<file path="src/rtl/assert_macros.svh">
// ----------------------------------------------------------------------------
// Assertion macros
// Shared concurrent assertion forms used by the RTL of the project.
// ----------------------------------------------------------------------------
`ifndef ASSERT_MACROS_SVH
`define ASSERT_MACROS_SVH

// Check that cons holds in the same cycle as ante
`define ASSERT_SAME(lbl, clk, rst_n, ante, cons, msg) \
    lbl: assert property (@(posedge clk) disable iff (!rst_n) (ante) |-> (cons)) \
        else $error(msg);

// Check that cons holds in the cycle after ante
`define ASSERT_NEXT(lbl, clk, rst_n, ante, cons, msg) \
    lbl: assert property (@(posedge clk) disable iff (!rst_n) (ante) |=> (cons)) \
        else $error(msg);

`endif

</file>
<file path="src/rtl/vsp_isqrt_pipe.sv">
// ----------------------------------------------------------------------------
// vsp_isqrt_pipe
// Integer square root, one root bit per register stage, with sideband.
// ----------------------------------------------------------------------------
`timescale 1ns / 1ps

module vsp_isqrt_pipe #(
    parameter int R_W    = 14,
    parameter int SIDE_W = 8
) (
    input  logic              clk,
    input  logic              rst_n,
    input  logic              en,
    input  logic              in_valid,
    input  logic [2*R_W-1:0]  radicand,
    input  logic [SIDE_W-1:0] side_in,
    output logic              out_valid,
    output logic [R_W-1:0]    root,
    output logic [SIDE_W-1:0] side_out
);

    localparam int X_W   = 2 * R_W;
    localparam int REM_W = R_W + 3;

    logic              vld_reg  [R_W];
    logic [REM_W-1:0]  rem_reg  [R_W];
    logic [X_W-1:0]    x_reg    [R_W];
    logic [R_W-1:0]    root_reg [R_W];
    logic [SIDE_W-1:0] side_reg [R_W];

    for (genvar i = 0; i < R_W; i++) begin : g_stage
        logic              vld_in;
        logic [REM_W-1:0]  rem_in;
        logic [X_W-1:0]    x_in;
        logic [R_W-1:0]    root_in;
        logic [SIDE_W-1:0] side_in_s;
        logic [REM_W-1:0]  cand;
        logic [REM_W-1:0]  trial;
        logic              ge;

        if (i == 0) begin : g_first
            assign vld_in    = in_valid;
            assign rem_in    = '0;
            assign x_in      = radicand;
            assign root_in   = '0;
            assign side_in_s = side_in;
        end else begin : g_next
            assign vld_in    = vld_reg[i-1];
            assign rem_in    = rem_reg[i-1];
            assign x_in      = x_reg[i-1];
            assign root_in   = root_reg[i-1];
            assign side_in_s = side_reg[i-1];
        end

        // Bring down two radicand bits and test root*4+1
        always_comb
        begin
            cand  = {rem_in[REM_W-3:0], x_in[X_W-1:X_W-2]};
            trial = REM_W'({root_in, 2'b01});
            ge    = (cand >= trial);
        end

        always_ff @(posedge clk or negedge rst_n)
        begin
            if (!rst_n)
            begin
                vld_reg[i] <= 1'b0;
            end
            else if (en)
            begin
                vld_reg[i] <= vld_in;
            end
        end

        always_ff @(posedge clk)
        begin
            if (en)
            begin
                rem_reg[i]  <= ge ? (cand - trial) : cand;
                x_reg[i]    <= x_in << 2;
                root_reg[i] <= {root_in[R_W-2:0], ge};
                side_reg[i] <= side_in_s;
            end
        end
    end

    assign out_valid = vld_reg[R_W-1];
    assign root      = root_reg[R_W-1];
    assign side_out  = side_reg[R_W-1];

endmodule

</file>
<file path="config.mk">
export PLATFORM = sky130hd
export DESIGN_NAME = vsp_isqrt_pipe
export DESIGN_NICKNAME = d
export VERILOG_FILES = /design/src/rtl/assert_macros.svh /design/src/rtl/vsp_isqrt_pipe.sv
export SDC_FILE = /design/constraint.sdc
export NUM_CORES = 1
export LEC_CHECK = 0
export ABC_AREA = 1
export BUFFER_PORTS_ARGS = -buffer_cell sky130_fd_sc_hd__buf_4
export CELL_PAD_IN_SITES_DETAIL_PLACEMENT = 1
export CELL_PAD_IN_SITES_GLOBAL_PLACEMENT = 2
export CORE_ASPECT_RATIO = 1.2
export CORE_MARGIN = 4
export CORE_UTILIZATION = 45
export DETAILED_ROUTE_END_ITERATION = 10
export GPL_TIMING_DRIVEN = 0
export PLACE_DENSITY_LB_ADDON = 0.1
export SYNTH_ARGS = -nofsm -noshare
export SYNTH_HDL_FRONTEND = slang
export SYNTH_SLANG_ARGS = --single-unit
</file>
<file path="constraint.sdc">
create_clock -name clk -period 5.2 [get_ports clk]
set_input_delay 0.78 -clock clk [delete_from_list [all_inputs] [get_ports clk]]
set_output_delay 0.78 -clock clk [all_outputs]
set_load 0.01 [all_outputs]
</file>
==> metrics.yaml <==
p_leak_uw: 0.0139
drv_cap: 0
ir_worst_vdd_uv: 362
antennaDiodeCount: 0
slew_headroom_pct: 50.8
synth_area_leaders: "edfxtp_1, nand2_1, inv_1, ha_1, nand3_1"
cpLargestDelayFamily: "simple AND/OR/NAND/NOR gates"
initial_core_util_pct: 45.7
firstDrtPassIters: 5
finalWorstSetupSlack_ns: 2.78
status: "finished, final reports clean"
min_period_ns: 2.42
clkLatencyLatePin_ns: 0.64
rows: 99
pre_cts_ws_ns: 2.25
worstSetupPathType: "reg -> reg"
cts_setup_buffers: 0
route.detailed.drc: 0
ff2ff_setup_slack_ns: 2.78
cts_tree: "built"
track_usage_pct: 18.8
skew_ns: 0.0667
multi_input_area_um2: 8360
grt_pass1_wl_um: 101000
wl_per_cell_um: 17.0
ys_ff_latch: 593
clk_pin_slew_ns: 0.06
power_density_nw_per_um2: 392
hp-class: "in -> reg"
synth.distinct_cells: 41
synthToLayoutAreaGrowth_pct: 13.1
path_common_cell: "nand2_1"
syn_area_per_cell_um2: 10.4
holdWs_ns: 0.308
avgViaCountPerCell: 4.97
final_area_um2: 31600
clockRootBuffer: "clkbuf_16"
ff_latch_area_um2: 17700
gr-total-overflow: 0
port_buffers: 62
core_um2: 61200
cts.sinks: 593
wl_um: 62500
fmax_mhz: 413
cts_buffer_depth: 3
cp_max_fo: 9
largest_reg_flops: 182
ioPinCount: 63
final_nets: 2968
crit_path_top_delay_cell: "edfxtp_1"
drive_above_1_share_pct: 8.60
postLayoutCoreUtil_pct: 51.7
rsz0062_at_grt: "no"
max_slew.worst_pin.slew_ns: 0.738
synth.largest_area_cell: "edfxtp_1"
drt_iter0_drc: 797
cp-start-kind: "register"
placed_cell_area_um2: 29600
fin_crit_sh_pct: 46.6
antenna_found_initial: 0
synth.cell_area_um2: 28000
synth_top_area_share_pct: 62.2
synth_seq_area_share_pct: 63.4
vias: 18200
numCtsBuffers: 58
synthCells: 2683
die_x_um: 236
crit_required_ns: 5.53
fin_tns_setup_ns: 0
grt_pass1_vias: 19500
slowest_delay_ns: 0.43
die_h_um: 281
place_congestion: 0.847
htreeDepth: 2
ant_nets: 0
path_buf_inv: 1
crit_chain: "ha_1 -> a21oi_1 -> nand2_1 -> nand2_1 -> nand3_2 -> nor2_4 -> inv_1 -> nand2_1 -> nand2_1"
worstPathArrival_ns: 2.76
slew_violations: 0
dp_hpwl_um: 47400
synthesis.nets: 2841
critPathCaptureType: "register"
nFillCells: 6766
hold_viol_final: 0
setup_viol: 0
grt_max_degree: 127
ys_warn_count: 0
dieArea_um2: 66200
==> cell type report <==
class / instances / area share, %
Sequential cell: 593 / 56.1
Inverter: 447 / 5.30
Tap cell: 808 / 3.20
Clock inverter: 44 / 1.87
Buffer: 26 / 0.589
Timing Repair Buffer: 67 / 1.87
Clock buffer: 65 / 4.67
Multi-Input combinational cell: 1617 / 26.4
==> layer usage <==
metal  vias to the layer above  wire length (um)  GRT usage, %
met5                         -                 0             0
met4                         0              1780          5.53
met3                       106              1530          2.59
met2                       177             33300          35.5
met1                      8826             25900          22.5
li1                       9127                 -             -
==> cell families after synthesis <==
logic type               after synthesis  synth area share, %
buffers and inverters                473                 6.67
adder cells (fa/ha/maj)              118                 5.28
flip-flops                           593                 63.4
AO/OA/AOI/OAI                        169                 3.19
multiplexers                           2               0.0805
other                                  1               0.0134
AND/OR/NAND/NOR                     1266                 19.4
XOR/XNOR                              61                 1.91
==> cells in the final DEF (no fill, tap or decap), types with 8 or more instances in the layout <==
master | Yosys | final
nand4_1 | 43 | 43
nand2_1 | 776 | 776
xnor2_1 | 18 | 18
clkbuf_16 | 0 | 58
nor2_1 | 153 | 153
xor2_1 | 43 | 43
buf_6 | 8 | 8
buf_4 | 4 | 65
clkinv_2 | 0 | 14
nor2_2 | 16 | 16
buf_2 | 11 | 11
nand3_1 | 197 | 197
o21bai_1 | 8 | 8
dfrtp_1 | 14 | 14
edfxtp_1 | 579 | 579
bufinv_16 | 0 | 11
nand2_2 | 11 | 11
o21ai_0 | 66 | 66
nand3b_1 | 10 | 10
clkbuf_1 | 3 | 10
inv_1 | 442 | 442
ha_1 | 118 | 118
nor3_1 | 20 | 20
a21oi_1 | 80 | 80
==> cell usage after synthesis, drive strengths merged <==
library cell,count
nor2,172
nand4,43
or2,8
edfxtp,579
nor3,27
o2111ai,1
xnor2,18
clkbuf,3
conb,1
mux2,2
and3,2
a21oi,81
o21ai,71
o21bai,8
nor4,1
inv,447
and2,5
a21o,3
o21a,4
ha,118
dfrtp,14
a21boi,1
nor3b,3
nand3,204
nand3b,10
buf,23
xor2,43
nand2,791
==> power by group <==
| group | leakage [uW] | total [uW] | switching, uW | internal (uW) |
|---|---|---|---|---|
| clock | 0.00100 | 4460 | 1840 | 2620 |
| sequential | 0.00574 | 6050 | 249 | 5800 |
| combinational | 0.00720 | 1880 | 1240 | 638 |
| total | 0.0139 | 12400 | 3330 | 9060 |
==> metrics by stage <==
step,std cells,total power [uW]
CTS,3667,12600
detailed placement,3557,8050
global route,3667,13100
floorplan,2683,7340
global placement,3553,8000
finish,3667,12400
==> path summary, 6_finish.rpt <==
check,start,end,depth (start not counted)
max,rem_reg[0][104],rem_reg[0][126],9
min,radicand[11],x_reg[0][11],1
max reg2reg,rem_reg[0][104],rem_reg[0][126],9
min reg2reg,x_reg[0][122],x_reg[0][150],0
max in group asynchronous,rst_n,g_stage[1].vld_in,2
min in group asynchronous,rst_n,out_valid,2
==> timing repair <==
item,in CTS,in global routing
hold endpoints to repair,14,0
resized for setup,0,0
hold buffers,1,0
Note: power is estimated with default switching activity, not from simulation.
