$ cat src/rtl/assert_macros.svh
// ----------------------------------------------------------------------------
// Assertion macros
// Shared concurrent assertion forms used by the RTL of the project.
// ----------------------------------------------------------------------------
`ifndef ASSERT_MACROS_SVH
`define ASSERT_MACROS_SVH

// Check that cons holds in the same cycle as ante
`define ASSERT_SAME(lbl, clk, rst_n, ante, cons, msg) \
    lbl: assert property (@(posedge clk) disable iff (!rst_n) (ante) |-> (cons)) \
        else $error(msg);

// Check that cons holds in the cycle after ante
`define ASSERT_NEXT(lbl, clk, rst_n, ante, cons, msg) \
    lbl: assert property (@(posedge clk) disable iff (!rst_n) (ante) |=> (cons)) \
        else $error(msg);

`endif

$ cat src/rtl/vsp_div_pipe.sv
// ----------------------------------------------------------------------------
// vsp_div_pipe
// Restoring divider, one quotient bit per register stage, with sideband.
// The quotient must fit in Q_W bits; otherwise the result is meaningless.
// ----------------------------------------------------------------------------
`timescale 1ns / 1ps

module vsp_div_pipe #(
    parameter int NUM_W  = 28,
    parameter int DEN_W  = 14,
    parameter int Q_W    = 14,
    parameter int SIDE_W = 8
) (
    input  logic              clk,
    input  logic              rst_n,
    input  logic              en,
    input  logic              in_valid,
    input  logic [NUM_W-1:0]  num,
    input  logic [DEN_W-1:0]  den,
    input  logic [SIDE_W-1:0] side_in,
    output logic              out_valid,
    output logic [Q_W-1:0]    quot,
    output logic [SIDE_W-1:0] side_out
);

    localparam int EXT_W = NUM_W + DEN_W;

    logic [EXT_W-1:0]  num_ext;
    logic              vld_reg  [Q_W];
    logic [DEN_W-1:0]  rem_reg  [Q_W];
    logic [Q_W-1:0]    low_reg  [Q_W];
    logic [Q_W-1:0]    q_reg    [Q_W];
    logic [DEN_W-1:0]  den_reg  [Q_W];
    logic [SIDE_W-1:0] side_reg [Q_W];

    assign num_ext = EXT_W'(num);

    for (genvar i = 0; i < Q_W; i++) begin : g_stage
        logic              vld_in;
        logic [DEN_W-1:0]  rem_in;
        logic [Q_W-1:0]    low_in;
        logic [Q_W-1:0]    q_in;
        logic [DEN_W-1:0]  den_in;
        logic [SIDE_W-1:0] side_in_s;
        logic [DEN_W:0]    trial;
        logic [DEN_W:0]    diff;
        logic              ge;

        // Select the previous stage, or the inputs for the first one
        if (i == 0) begin : g_first
            assign vld_in    = in_valid;
            assign rem_in    = num_ext[Q_W +: DEN_W];
            assign low_in    = num[Q_W-1:0];
            assign q_in      = '0;
            assign den_in    = den;
            assign side_in_s = side_in;
        end else begin : g_next
            assign vld_in    = vld_reg[i-1];
            assign rem_in    = rem_reg[i-1];
            assign low_in    = low_reg[i-1];
            assign q_in      = q_reg[i-1];
            assign den_in    = den_reg[i-1];
            assign side_in_s = side_reg[i-1];
        end

        // Shift in one numerator bit and try a subtract
        always_comb
        begin
            trial = {rem_in, low_in[Q_W-1]};
            diff  = trial - {1'b0, den_in};
            ge    = (trial >= {1'b0, den_in});
        end

        always_ff @(posedge clk or negedge rst_n)
        begin
            if (!rst_n)
            begin
                vld_reg[i] <= 1'b0;
            end
            else if (en)
            begin
                vld_reg[i] <= vld_in;
            end
        end

        always_ff @(posedge clk)
        begin
            if (en)
            begin
                rem_reg[i]  <= ge ? diff[DEN_W-1:0] : trial[DEN_W-1:0];
                low_reg[i]  <= low_in << 1;
                q_reg[i]    <= {q_in[Q_W-2:0], ge};
                den_reg[i]  <= den_in;
                side_reg[i] <= side_in_s;
            end
        end
    end

    assign out_valid = vld_reg[Q_W-1];
    assign quot      = q_reg[Q_W-1];
    assign side_out  = side_reg[Q_W-1];

endmodule

$ cat config.mk
export PLATFORM = sky130hd
export DESIGN_NAME = vsp_div_pipe
export DESIGN_NICKNAME = d
export VERILOG_FILES = /design/src/rtl/assert_macros.svh /design/src/rtl/vsp_div_pipe.sv
export SDC_FILE = /design/constraint.sdc
export NUM_CORES = 1
export LEC_CHECK = 0
export ABC_AREA = 1
export BUFFER_PORTS_ARGS = -buffer_cell sky130_fd_sc_hd__buf_4
export CORE_ASPECT_RATIO = 0.8
export CORE_MARGIN = 4
export CORE_UTILIZATION = 55
export CTS_CLUSTER_SIZE = 25
export DETAILED_ROUTE_END_ITERATION = 8
export PLACE_DENSITY = 0.71
export REMOVE_ABC_BUFFERS = 1
export SYNTH_ARGS = -nofsm -noshare
export SYNTH_HDL_FRONTEND = slang
export SYNTH_SLANG_ARGS = --single-unit
$ cat constraint.sdc
create_clock -name clk -period 2.1 [get_ports clk]
set_input_delay 0 -clock clk [delete_from_list [all_inputs] [get_ports clk]]
set_output_delay 0 -clock clk [all_outputs]
set_load 0.02 [all_outputs]
==> results of run 1 <==
-- area by class of cell --
type / count / area, um^2
multi-input cells: 2198 / 14100
inverters: 775 / 2910
repair buffers: 586 / 4870
flip-flops and latches: 686 / 20500
clock buffers: 81 / 1790
clock inverters: 46 / 439
fillers: 4805 / 20000
well taps: 860 / 1080
diodes: 1 / 2.50
-- Yosys cell counts, drive strengths merged, types with 2 or more instances --
master  count
nand3b     14
a21oi      81
nand3     208
dfrtp      14
or2         9
xor2       72
clkbuf      3
inv       775
xnor2      19
and2       26
o21ai     124
mux2        2
nand2    1076
nor3        4
buf        27
nand4     126
o21bai      8
a21o        5
nor2      190
edfxtp    672
fa         13
ha        209
-- kinds of logic after synthesis --
logic type               synth area share, %
AO/OA/AOI/OAI                           3.89
XOR/XNOR                                2.18
adder cells (fa/ha/maj)                 7.88
buffers and inverters                   8.90
flip-flops                              56.3
multiplexers                          0.0617
AND/OR/NAND/NOR                         20.8
-- layer usage --
| layer | track usage, % | up-vias |
|---|---|---|
| met3 | 3.03 | 122 |
| li1 | - | 13309 |
| met4 | 4.94 | 0 |
| met5 | 0 | - |
| met2 | 33.7 | 657 |
| met1 | 35.0 | 12160 |
-- final timing paths --
| check | endpoint | depth (start not counted) | from |
|---|---|---|---|
| min | q_reg[0][0] | 5 | num[27] |
| max in group asynchronous | g_stage[8].vld_in | 3 | rst_n |
| min reg2reg | low_reg[1][4] | 0 | low_reg[0][16] |
| max | rem_reg[1][9] | 11 | rem_reg[0][99] |
| min in group asynchronous | g_stage[12].vld_in | 3 | rst_n |
| max reg2reg | rem_reg[1][9] | 11 | rem_reg[0][99] |
-- stage by stage --
step / cells / setup TNS, ns
6_report: 5233 / 0
5_1_grt: 5233 / -0.283
4_1_cts: 5170 / 0
3_5_place_dp: 4979 / -1.29
3_3_place_gp: 4979 / -0.583
2_1_floorplan: 3648 / 0
-- power by group through the flow --
stage | Combinational [uW] | Sequential (uW) | Clock, uW
3_5_place_dp | 24400 | 20300 | 0
2_1_floorplan | 15400 | 19700 | 0
4_1_cts | 24800 | 20100 | 12500
3_3_place_gp | 24100 | 20300 | 0
6_report | 27500 | 20400 | 12200
5_1_grt | 30400 | 20600 | 13100
-- timing repair --
item | CTS | global route
endpoints found under the hold margin | 165 | 0
endpoints found under the setup margin | 37 | 168
gates cloned | 3 | 9
gates resized for setup | 9 | 200
setup buffers | 4 | 53
pin swaps | 1 | 36
hold buffers | 57 | 0
-- worst reg2reg max path: stages (launching register included) --
cell	delay [ns]
edfxtp_1	0.53
ha_4	0.30
nand2_1	0.08
nand2_2	0.06
inv_1	0.06
nand2_2	0.06
nand2_1	0.09
nand2_2	0.08
nand2_4	0.15
nand3_2	0.23
nand3_1	0.13
nand2_1	0.05
==> impl_metrics.yaml, run 1 <==
routing:
  drtPass1Iterations: 5
  drt-initial-drc-count: 2035
  met3_length_mm: 4.59
  detail_route.drc_violations: 0
  routed_wire_length_per_instance_um: 15.6
  routed_wirelength_mm: 81.4
  post_route_antenna_net_violation_count: 0
  highest_layer: "met4"
  wl_met2_mm: 35.9
  wl_met1_mm: 39.1
  num_vias: 26248
  detail_routed_via_count_per_cell: 5.02
place:
  dpl_cell_area_um2: 41000
  place.port_buffers: 76
  dp_hpwl_mm: 58.4
  gp_routability_congestion: 0.940
  preCtsSetupSlack_ns: -0.114
clocking:
  cts.reportedPaths.clkPinSlew_ns: 0.07
  clk_path_buf_depth: 3
  clkLatencyLatePin_ns: 0.62
  clock_tree_from_tritoncts: "yes"
  clock_tree.root_cell: "clkbuf_16"
  h-tree-depth: 3
  cts-buffers-inserted: 70
  clock_tree_sinks: 686
power_and_ir_drop:
  pwr_density_cell_nw_per_um2: 1310
  switchingPower_uw: 22400
  switching_share_pct: 37.3
  pnr_total_power_uw: 60000
  irDropWorstVdd_uv: 725
  cell_internal_pwr_uw: 37600
  power.clock.fraction_pct: 20.2
  combPwrFrac_pct: 45.7
  power.static_leakage_uw: 0.0213
  seq_power_share_pct: 34.0
status:
  run_status: "completed"
global_route:
  grt_antenna_before_repair: 1
  number_of_global_route_vias_before_repair: 24420
  grt_start_max_net_pins: 77
  grtUsageTotal_pct: 22.4
  first_pass_grt_wire_length_mm: 126
  globalRouteOverflowTotal: 0
worst_setup_path:
  reg2reg_setup_slack_ns: 0.03
  worst-path-buf-inv: 1
  timing.setup.critical_path_class: "register to register"
  critical_path_peak_fanout: 5
  critical_path.top_delay_family: "simple AND/OR/NAND/NOR gates"
  timing.critical_path.slowest_cell_delay_ns: 0.53
  endpoint_type_of_the_worst_setup_path: "register"
  slowest_stage: "edfxtp_1"
  crit_chain: "ha_4 -> nand2_1 -> nand2_2 -> inv_1 -> nand2_2 -> nand2_1 -> nand2_2 -> nand2_4 -> nand3_2 -> nand3_1 -> nand2_1"
  cp.arrival_ns: 2.45
  worstPathRequired_ns: 2.47
  startpoint_type: "register"
sta:
  worst_pin_slew_ns: 0.638
  maxSlewViolCount: 0
  grt_setup_unrepaired: "true"
  report.final.hold_viol_count: 0
  slew_headroom_pct: 57.3
  final.setup.worst_slack_ns: 0.0283
  clock_skew_ns: 0.0285
  post-route-min-period_ns: 2.07
  fin_hold_ws_ns: 0.0888
  setup_viol: 0
  layout_worst_path_cycle_share_pct: 98.7
  max_clock_freq_mhz: 483
floorplanning:
  core_um2: 65700
  placementRows: 84
  num_io_pins: 77
  fp.dieW_um: 296
  initial_utilization_pct: 55.6
  die_h_um: 238
  die-area_um2: 70600
synth:
  yosys.area.top_type: "edfxtp_1"
  synth_area_um2: 36500
  syn_area_per_cell_um2: 9.92
  asyncSetResetFlopFracSynth_pct: 2.04
  synth_warnings: 0
  synth-seq-area-share_pct: 56.3
  yosys.area.top_type_share_pct: 55.3
  synth_cell_types: 42
  synth.ff_latch_count: 686
  synthCells: 3678
  synth.area.top_cells: "edfxtp_1 55%, nand2_1 11%, inv_1 7.8%"
  synth-edff-count: 672
  synth_top_flop_cell: "edfxtp_1"
cells_and_area:
  finish.instance_area_um2: 45700
  most_frequent_standard_cell_in_the_layout_excluding_fill_and_tap_cells: "nand2_1"
  final_cell_mix: "991 x nand2_1, 744 x inv_1, 672 x edfxtp_1"
  area_growth_pct: 25.3
  utilization_pct: 69.6
  drive_above_1_share_pct: 23.2
  fin_nets: 4593
worst_hold_path:
  worst_hold_path_type: "primary input to register"
flow_run:
  timing.max_cap.violations: 0
(Power assumes the default switching activity.)
==> run 2: changes to the inputs <==
--- a/config.mk
+++ b/config.mk
@@ -8,7 +8,6 @@
 export ABC_AREA = 1
 export BUFFER_PORTS_ARGS = -buffer_cell sky130_fd_sc_hd__buf_4
 export CORE_ASPECT_RATIO = 0.8
-export CORE_MARGIN = 4
 export CORE_UTILIZATION = 55
 export CTS_CLUSTER_SIZE = 25
 export DETAILED_ROUTE_END_ITERATION = 8
==> impl_metrics.yaml, run 2 (synthesis gave the netlist of run 1 again) <==
status:
  run_status: "complete, but fails checks"
  failed_checks: "negative setup slack"
clocking:
  clk_path_buf_depth: 3
  h-tree-depth: 3
  clock_tree_from_tritoncts: "yes"
  clock_tree.root_cell: "clkbuf_16"
  cts.reportedPaths.clkPinSlew_ns: 0.06
  clock_tree_sinks: 686
  clkLatencyLatePin_ns: 0.63
  cts-buffers-inserted: 73
floorplanning:
  core_um2: 65700
  initial_utilization_pct: 55.6
  placementRows: 84
  die_h_um: 232
  num_io_pins: 77
  fp.dieW_um: 290
  die-area_um2: 67400
worst_setup_path:
  crit_top_cell: "nand3_4"
  cp.arrival_ns: 2.51
  timing.reg2reg.worst_path_depth: 7
  worst-path-buf-inv: 1
  crit_chain: "ha_4 -> nand4_1 -> nor2_2 -> nand3_4 -> nand3_4 -> buf_4 -> o21ai_2"
  startpoint_type: "register"
  slowest_stage: "edfxtp_1"
  timing.critical_path.slowest_cell_delay_ns: 0.55
  critical_path_peak_fanout: 6
  critical_path.top_delay_family: "simple AND/OR/NAND/NOR gates"
  timing.setup.critical_path_class: "register to register"
  depth_of_the_critical_timing_path_with_buffers_and_inverters_included: 7
  endpoint_type_of_the_worst_setup_path: "register"
  worstPathRequired_ns: 2.48
global_route:
  grt_start_max_net_pins: 98
  globalRouteOverflowTotal: 0
  grtUsageTotal_pct: 23.7
  first_pass_grt_wire_length_mm: 127
  number_of_global_route_vias_before_repair: 24923
  grt_antenna_before_repair: 0
place:
  preCtsSetupSlack_ns: -0.104
  gp_routability_congestion: 0.964
  dp_hpwl_mm: 57.6
  place.port_buffers: 76
  dp.cells: 4918
routing:
  drtPass1Iterations: 6
  routed_wire_length_per_instance_um: 15.9
  routed_wirelength_mm: 82.1
  detail_route.drc_violations: 0
  detail_routed_via_count_per_cell: 5.09
  post_route_antenna_net_violation_count: 0
  drt-initial-drc-count: 2335
  num_vias: 26350
sta:
  setup_viol: 8
  maxSlewViolCount: 0
  clock_skew_ns: 0.0291
  fin_hold_ws_ns: 0.0857
  worst_pin_slew_ns: 0.624
  slew_headroom_pct: 58.3
  grt_setup_unrepaired: "true"
  final.setup.worst_slack_ns: -0.0305
  post-route-min-period_ns: 2.13
  report.final.hold_viol_count: 0
  layout_worst_path_cycle_share_pct: 101
  max_clock_freq_mhz: 469
cells_and_area:
  final_cell_mix: "997 x nand2_1, 751 x inv_1, 672 x edfxtp_1"
  area_growth_pct: 24.9
  most_frequent_standard_cell_in_the_layout_excluding_fill_and_tap_cells: "nand2_1"
  n_antenna_cell: 0
  utilization_pct: 69.4
  drive_above_1_share_pct: 22.5
  final_cells: 5176
  fin_nets: 4533
worst_hold_path:
  hold_depth: 5
  worst_hold_path_type: "primary input to register"
flow_run:
  timing.max_cap.violations: 0
power_and_ir_drop:
  power.static_leakage_uw: 0.0211
  irDropWorstVdd_uv: 708
  pnr_total_power_uw: 59900
  pwr_density_cell_nw_per_um2: 1310
## run 2: worst min-delay path: cells and delay by family
family	cells	cell delay (ns)
compound gates	1	0.06
buf+inv	1	0.08
simple gates	3	0.38
## run 2: per-layer routing
| layer | up-vias | global-route usage, % | part of all wire, % |
|---|---|---|---|
| li1 | 13213 | - | - |
| met1 | 12258 | 34.8 | 48 |
| met2 | 775 | 36.7 | 44 |
| met3 | 104 | 4.26 | 6.7 |
| met4 | 0 | 5.34 | 1.7 |
| met5 | - | 0 | 0 |
## run 2: area by class of cell
type / count / area (um^2)
clock inverter: 47 / 460
fill: 4846 / 20100
inverter: 775 / 2910
timing repair buffer: 513 / 4300
sequential: 686 / 20500
multi-input combinational: 2208 / 14400
clock buffer: 87 / 1880
tap: 860 / 1080
## run 2: what timing repair did
action	in CTS	in global routing
cloned	7	16
endpoints found under the hold margin	136	0
endpoints found under the setup margin	54	169
pin swaps	4	46
buffers inserted	2	42
gates resized for setup	14	227
hold buffers	57	0
## run 2: worst paths after layout
path | start | to | slack, ns
worst max-delay path | rem_reg[0][84] | rem_reg[0][105] | -0.03
worst min-delay path | num[27] | q_reg[0][0] | 0.09
worst max register to register | rem_reg[0][84] | rem_reg[0][105] | -0.03
worst min register to register | low_reg[3][11] | low_reg[3][25] | 0.41
max in group asynchronous | rst_n | g_stage[5].vld_in | 1.23
min in group asynchronous | rst_n | g_stage[4].vld_in | 0.46
## run 2: per-stage QoR
step / cell area, um^2 / TNS, ns
CTS: 43600 / 0
detailed placement: 40500 / -0.739
floorplan: 36200 / 0
finish: 45600 / -0.121
global placement: 40500 / -0.141
global route: 45600 / -0.764
## run 2: power breakdown
group | switching, uW | internal [uW] | total, uW
registers | 1690 | 18600 | 20300
logic | 15400 | 11600 | 26900
clock network | 5530 | 7150 | 12700
total | 22600 | 37300 | 59900
